<file path="src/design/mvwt_pkg.sv">
// ---------------------------------------------------------------------------
// mvwt_pkg
// Shared types, constants and register indexes of the muon veto tracker.
// ---------------------------------------------------------------------------
package mvwt_pkg;

    localparam int TW = 62;
    localparam int CFG_AW = 3;
    localparam int CFG_DW = 30;
    localparam int DET_W = 3;
    localparam int STR_W = 24;
    localparam int DEF_RING_DEPTH = 1024;
    localparam int DEF_NUM_AD = 4;
    localparam logic [TW-1:0] MAX62 = {TW{1'b1}};

    typedef enum logic [1:0] {
        CLS_NONE   = 2'd0,
        CLS_POOL   = 2'd1,
        CLS_AD     = 2'd2,
        CLS_SHOWER = 2'd3
    } cls_t;

    typedef enum logic [CFG_AW-1:0] {
        REG_PRE        = 3'd0,
        REG_POOL_CUT   = 3'd1,
        REG_POOL_POST  = 3'd2,
        REG_AD_CUT     = 3'd3,
        REG_AD_POST    = 3'd4,
        REG_SHOW_CUT   = 3'd5,
        REG_SHOW_POST  = 3'd6,
        REG_UNUSED     = 3'd7
    } reg_idx_t;

    // sequencer states of the tracker
    typedef enum logic [2:0] {
        ST_IDLE, ST_DEAD_END, ST_DEAD_ADD, ST_COMMIT, ST_QREAD, ST_QCHECK, ST_DONE
    } state_t;

    typedef struct packed {
        logic [19:0] pre;
        logic [9:0]  pool_cut;
        logic [29:0] pool_post;
        logic [23:0] ad_cut;
        logic [29:0] ad_post;
        logic [23:0] show_cut;
        logic [29:0] show_post;
    } cfg_t;

    // post-veto of a class under the current registers
    function automatic logic [29:0] post_of(input cls_t c, input cfg_t cfg);
        logic [29:0] r;
        begin
            case (c)
                CLS_POOL:   r = cfg.pool_post;
                CLS_AD:     r = cfg.ad_post;
                CLS_SHOWER: r = cfg.show_post;
                default:    r = '0;
            endcase
            return r;
        end
    endfunction

endpackage

</file>
<file path="src/design/mvwt_cfg.sv">
// ---------------------------------------------------------------------------
// mvwt_cfg
// Configuration register file with reset values.
// ---------------------------------------------------------------------------
module mvwt_cfg
    import mvwt_pkg::*;
(
    input  logic              clk,
    input  logic              rst_n,
    input  logic              cfg_we,
    input  logic [CFG_AW-1:0] cfg_index,
    input  logic [CFG_DW-1:0] cfg_data,
    output cfg_t              cfg
);

    cfg_t cfg_reg;
    cfg_t cfg_next;

    // register decode
    always_comb
    begin
        cfg_next = cfg_reg;
        if (cfg_we)
        begin
            case (reg_idx_t'(cfg_index))
                REG_PRE:       cfg_next.pre       = cfg_data[19:0];
                REG_POOL_CUT:  cfg_next.pool_cut  = cfg_data[9:0];
                REG_POOL_POST: cfg_next.pool_post = cfg_data;
                REG_AD_CUT:    cfg_next.ad_cut    = cfg_data[23:0];
                REG_AD_POST:   cfg_next.ad_post   = cfg_data;
                REG_SHOW_CUT:  cfg_next.show_cut  = cfg_data[23:0];
                REG_SHOW_POST: cfg_next.show_post = cfg_data;
                default:       cfg_next = cfg_reg;
            endcase
        end
    end

    always_ff @(posedge clk or negedge rst_n)
    begin
        if (!rst_n)
        begin
            cfg_reg.pre       <= 20'd2000;
            cfg_reg.pool_cut  <= 10'd12;
            cfg_reg.pool_post <= 30'd600000;
            cfg_reg.ad_cut    <= 24'd3000;
            cfg_reg.ad_post   <= 30'd1400000;
            cfg_reg.show_cut  <= 24'd300000;
            cfg_reg.show_post <= 30'd400400000;
        end
        else
        begin
            cfg_reg <= cfg_next;
        end
    end

    assign cfg = cfg_reg;

endmodule

</file>
<file path="config.mk">
export PLATFORM = sky130hd
export DESIGN_NAME = mvwt_cfg
export DESIGN_NICKNAME = d
export VERILOG_FILES = /design/src/design/mvwt_pkg.sv /design/src/design/mvwt_cfg.sv
export SDC_FILE = /design/constraint.sdc
export NUM_CORES = 1
export LEC_CHECK = 0
export ABC_CLOCK_PERIOD_IN_PS = 800
export BUFFER_PORTS_ARGS = -buffer_cell sky130_fd_sc_hd__buf_2
export CAP_MARGIN = 30
export CORE_ASPECT_RATIO = 0.7
export CORE_MARGIN = 5
export CORE_UTILIZATION = 46
export DETAILED_ROUTE_END_ITERATION = 8
export HOLD_SLACK_MARGIN = 0.06
export PLACE_DENSITY = 0.8
export REMOVE_ABC_BUFFERS = 1
export SYNTH_ARGS = -nofsm -noshare
export SYNTH_HDL_FRONTEND = slang
export SYNTH_SLANG_ARGS = --single-unit
</file>
<file path="constraint.sdc">
create_clock -name clk -period 0.8 [get_ports clk]
set_input_delay 0.08 -clock clk [delete_from_list [all_inputs] [get_ports clk]]
set_output_delay 0.08 -clock clk [all_outputs]
set_load 0.03 [all_outputs]
</file>
== Yosys cells after proc, flatten, opt, wreduce, memory -nomap -nowiden ==
Index checks and enable logic that the tools add are counted.

* Bits of input ports: 36
* Output and inout port bits: 168
* Bits in registers: 168
* Word-level logic and storage cells: 21

* Eq/ne operators: 6
* Reduce and logical (&&, ||, !) cells: 8

{| class="wikitable"
|+ Operators with widths
! cell !! number
|-
| AND reduction 2 bit || 7
|-
| equality test 3 bit, second input constant || 3
|-
| equality test 3 x 2 -> 1 bit, second input constant || 2
|-
| equality test 3 x 1 -> 1 bit, second input constant || 1
|-
| logical NOT 3 bit || 1
|}

== Logic depth before layout (Yosys ltp) ==
* Word-level depth: 2
* Gate-level depth with buffers: 3
* Depth with buffers taken out: 2

== Worst setup path after synthesis ==
OpenSTA, ideal clock, no wires.

* Path type: input -> register
* From: in cfg_index[0]
* To: reg cfg_reg, in the netlist cfg[153]
* Stages on the path: 3
* Data required time: 0.675 ns
* Buffers on the path: 1
* Arrival: 0.924 ns
* Path slack: -0.249 ns
* Setup time: 0.125 ns
* Cell sequence: nor4b_2 > buf_2 > mux2_2

* Longest elaborated chain between the ends: 2

{| class="wikitable"
|+ RTL lines
! element !! RTL line !! source
|-
| from (decl) || mvwt_cfg.sv:11 || <nowiki>input logic [CFG_AW-1:0] cfg_index,</nowiki>
|-
| logical NOT 3 bit || mvwt_cfg.sv:25 || <nowiki>case (reg_idx_t'(cfg_index))</nowiki>
|-
| AND reduction 2 bit (no source line) || -- ||
|-
| to (signal assigned) || mvwt_cfg.sv:52 || <nowiki>cfg_reg <= cfg_next;</nowiki>
|-
| to (decl) || mvwt_cfg.sv:16 || <nowiki>cfg_t cfg_reg;</nowiki>
|}

No other way between the ends.
A chain may end at the register's enable or synchronous reset.

== Worst setup path after layout ==
* From: reg cfg_reg, in the netlist cfg[117]
* To: out cfg[117] (netlist bit)

{| class="wikitable"
|+ RTL lines
! element !! RTL line !! source
|-
| to (decl) || mvwt_cfg.sv:13 || <nowiki>output cfg_t cfg</nowiki>
|}

No word-level cell between the ends.

==> reports/metrics.sh <==
GRT_USE_MET3_PCT=10.1
INITIAL_CORE_UTIL_PCT=47.6
VIASPERCELL=5.19
FINAL_HOLD_VIOL_COUNT=0
DETAIL_ROUTE.WL_PER_CELL_UM=25.0
CP-STARTPOINT='cfg[117]'
CORE_AREA_MM2=0.0133
DR_TOTAL_VIAS=4571
FMAXACHIEVABLE_GHz=0.835
WORSTMARGINPINSLEW_PS=341
CTS_MAX_LEVEL=4
FLOORPLAN.IO_PINS=204
PLACEDINSTANCEAREA_MM2=0.00787
GROUTE.LAYER.MET2.USAGE_PCT=43.5
PATH_DELAY_FAMILY='flip-flops'
CRITICAL_PATH.MAX_STAGE_DELAY_PS=560
HOLD_PATH_CLASS='in -> async'
LAYOUT.NETS=718
WORST_SETUP_PATH_END_KIND='primary output'
SLEW-LIMIT-HEADROOM_PCT=77.2
GRT_SETUP_UNREPAIRED='true'
ANTENNA_VIOLATIONS_BEFORE_REPAIR=1
DP_HPWL_MM=11.5
DRT-INITIAL-DRC-COUNT=164
POST-SYNTH-TOP-AREA-CELL='sky130_fd_sc_hd__dfrtp_1'
TIMING.FINAL.CRIT_PERIOD_PS=1200
NETLIST_INSTANCES=359
CP_NUM_CELLS=1
SYNTHESIS.AREA_PER_INSTANCE_UM2=17.6
SEQ_AREA_FRAC_SYNTH_PCT=67.5
STATUS='complete, but fails checks'
CLKSLEWWORSTSETUPHOLDPATHS_PS=70
CRITPATHKIND='reg -> out'
GLOBAL_ROUTE.USAGE.MET1_PCT=32.3
GR-MAX-USAGE-LAYER='met2'
FP.DIEAREA_MM2=0.0163
DRIVE_ABOVE_1_SHARE_PCT=78.4
CLOCK_SKEW_PS=0
DIE_H_UM=108
PORTBUFFERS=203
FINISH.INSTANCE_AREA_MM2=0.0110
PATH_CELLS='buf_6'
FIRST_PASS_GRT_WIRE_LENGTH_MM=31.3
DIE-WIDTH_UM=150
LAYOUT.CELLS.MOST_COMMON='sky130_fd_sc_hd__buf_6'
LAYOUT_COMMON_CELLS='209 x sky130_fd_sc_hd__buf_6, 112 x sky130_fd_sc_hd__dfrtp_1, 102 x sky130_fd_sc_hd__mux2_4'
LAYOUT_WORST_PATH_CYCLE_SHARE_PCT=150
CRITPATHMAXFANOUT=2
RR_STARTPOINT='cfg[153]'
POWER_PER_CELL_AREA_mW_PER_MM2=3010
TOTAL_LEAKAGE_POWER_uW=0.00519
CP.ARRIVAL_PS=1120
ROUTE.ANTENNA.REMAINING_NETS=0
FINAL-MAX-SLEW-VIOLATION-COUNT=0
SYNTH.CELL_AREA_MM2=0.00633
AREA_DELTA_SYNTH_FINAL_PCT=73.8
SYNTH.TOP_CELL.AREA_SHARE_PCT=44.2
TOTAL_DRC_ERRORS_IN_THE_ROUTED_LAYOUT=0
YS_FF_LATCH=168
CLK_PATH_BUF_DEPTH=2
R2R_DEPTH=2
GP_CONGESTION=0.783
TOTALPOWERFINAL_uW=33100
NETLIST_TOP_CELLS_AREA='sky130_fd_sc_hd__dfrtp_1 44%, sky130_fd_sc_hd__mux2_2 30%, sky130_fd_sc_hd__dfstp_2 23%, sky130_fd_sc_hd__buf_2 1.3%, sky130_fd_sc_hd__nand4b_2 0.47%'
GRT_OVERFLOW_TOTAL=0
TRITONCTS.NUM_BUFFERS=17
TRITONCTS='done'
CP_NUM_BUF_INV=1
IR_DROP_mV=1.96
ROUTE.FINAL.WIRE_LENGTH_MM=22.0
MAXCAPVIOLCOUNT=0
NUM_ROWS=35
DETAIL_ROUTE.FIRST_PASS.ITERATIONS=4
FIRST_GLOBAL_VIAS=5085
POSTLAYOUTSETUPSLACKWORST_PS=-398
CRITICAL_PATH.SLOWEST_CELL='sky130_fd_sc_hd__dfstp_2'
FAILED_CHECKS='negative setup slack'
LARGEST_REGISTER_FFS=168
CTS_ROOT_BUF='sky130_fd_sc_hd__clkbuf_16'
SETUP_VIOL=271
TRACK_USAGE_PCT=26.2
NUMCLOCKSINKS=168
CP.REQUIRED_PS=720
YOSYSWARNINGCOUNT=0
CRITICAL_PATH.STARTPOINT_TYPE='register'
CLOCK_NETWORK_LATENCY_TO_THE_LATER_PIN_OF_THE_WORST_SKEW_PAIR_PS=420
SYNTH.LIB_CELLS_USED.DISTINCT=10
GRT_START_MAX_NET_PINS=35
==> synthesized netlist by cell type <==
master / count
sky130_fd_sc_hd__mux2_2: 167
sky130_fd_sc_hd__dfrtp_1: 112
sky130_fd_sc_hd__dfstp_2: 56
sky130_fd_sc_hd__buf_2: 16
sky130_fd_sc_hd__and4bb_2: 2
sky130_fd_sc_hd__nand4b_2: 2
sky130_fd_sc_hd__mux2_1: 1
sky130_fd_sc_hd__nand4b_1: 1
sky130_fd_sc_hd__nor4b_2: 1
sky130_fd_sc_hd__nor4bb_1: 1
==> per-layer routing <==
| metal | up-vias | wire [um] |
|---|---|---|
| met5 | - | 0 |
| met4 | 0 | 436 |
| met2 | 199 | 10800 |
| met1 | 2407 | 8850 |
| li1 | 1938 | - |
| met3 | 27 | 1960 |
==> what timing repair did <==
item / in CTS / in global routing
gates resized for setup: 431 / 80
buffers inserted: 31 / 37
gates cloned: 10 / 1
setup endpoints to repair: 231 / 305
pin swaps: 4 / 5
hold buffers: 31 / 0
endpoints found under the hold margin: 332 / 0
==> stage by stage <==
stage          utilization, %  hold slack (ps)  setup TNS (ps)  cells  setup slack, ps
5_1_grt                  82.7             90.0          -63460    881             -436
4_1_cts                  79.7             78.6          -56020    859             -400
3_5_place_dp             59.1            -47.3          -70870    755             -498
2_1_floorplan               -             -216         -102190    343            -1070
3_3_place_gp             59.1            -48.1          -66820    755             -459
6_report                 82.7             96.4          -57160    881             -398
==> cells by family after synthesis <==
logic type / count (synthesis) / share of synthesized area, %
multiplexers: 168 / 29.9
flip-flops: 168 / 67.5
buffers and inverters: 16 / 1.26
AND/OR/NAND/NOR: 7 / 1.40
==> final cells by class <==
class	count	area, um^2
Clock inverter	9	81.3
Fill cell	597	2310
Antenna cell	1	2.50
Clock buffer	23	448
Sequential cell	168	4270
Multi-Input combinational cell	175	2410
Tap cell	185	231
Timing Repair Buffer	320	3560
==> worst paths after layout <==
| kind | end | slack [ps] |
|---|---|---|
| worst max-delay path | cfg[117] | -400 |
| worst min-delay path | cfg[103] | 100 |
| worst max register to register | cfg[153] | -150 |
| worst min register to register | cfg[112] | 530 |
| max in group asynchronous | cfg[23] | 170 |
| min in group clk | cfg[147] | 210 |
==> power breakdown <==
group / total, uW / internal, uW / switching (uW)
registers: 12500 / 10900 / 1690
logic: 13000 / 6690 / 6310
clock network: 7590 / 4270 / 3320
total: 33100 / 21800 / 11300
==> worst reg2reg max path, delay by kind of cell, from the launching register on <==
family	cells	cell delay, ps
flops	1	440
mux	1	250
buf+inv	1	150
Power figures use the tool's default switching activity.
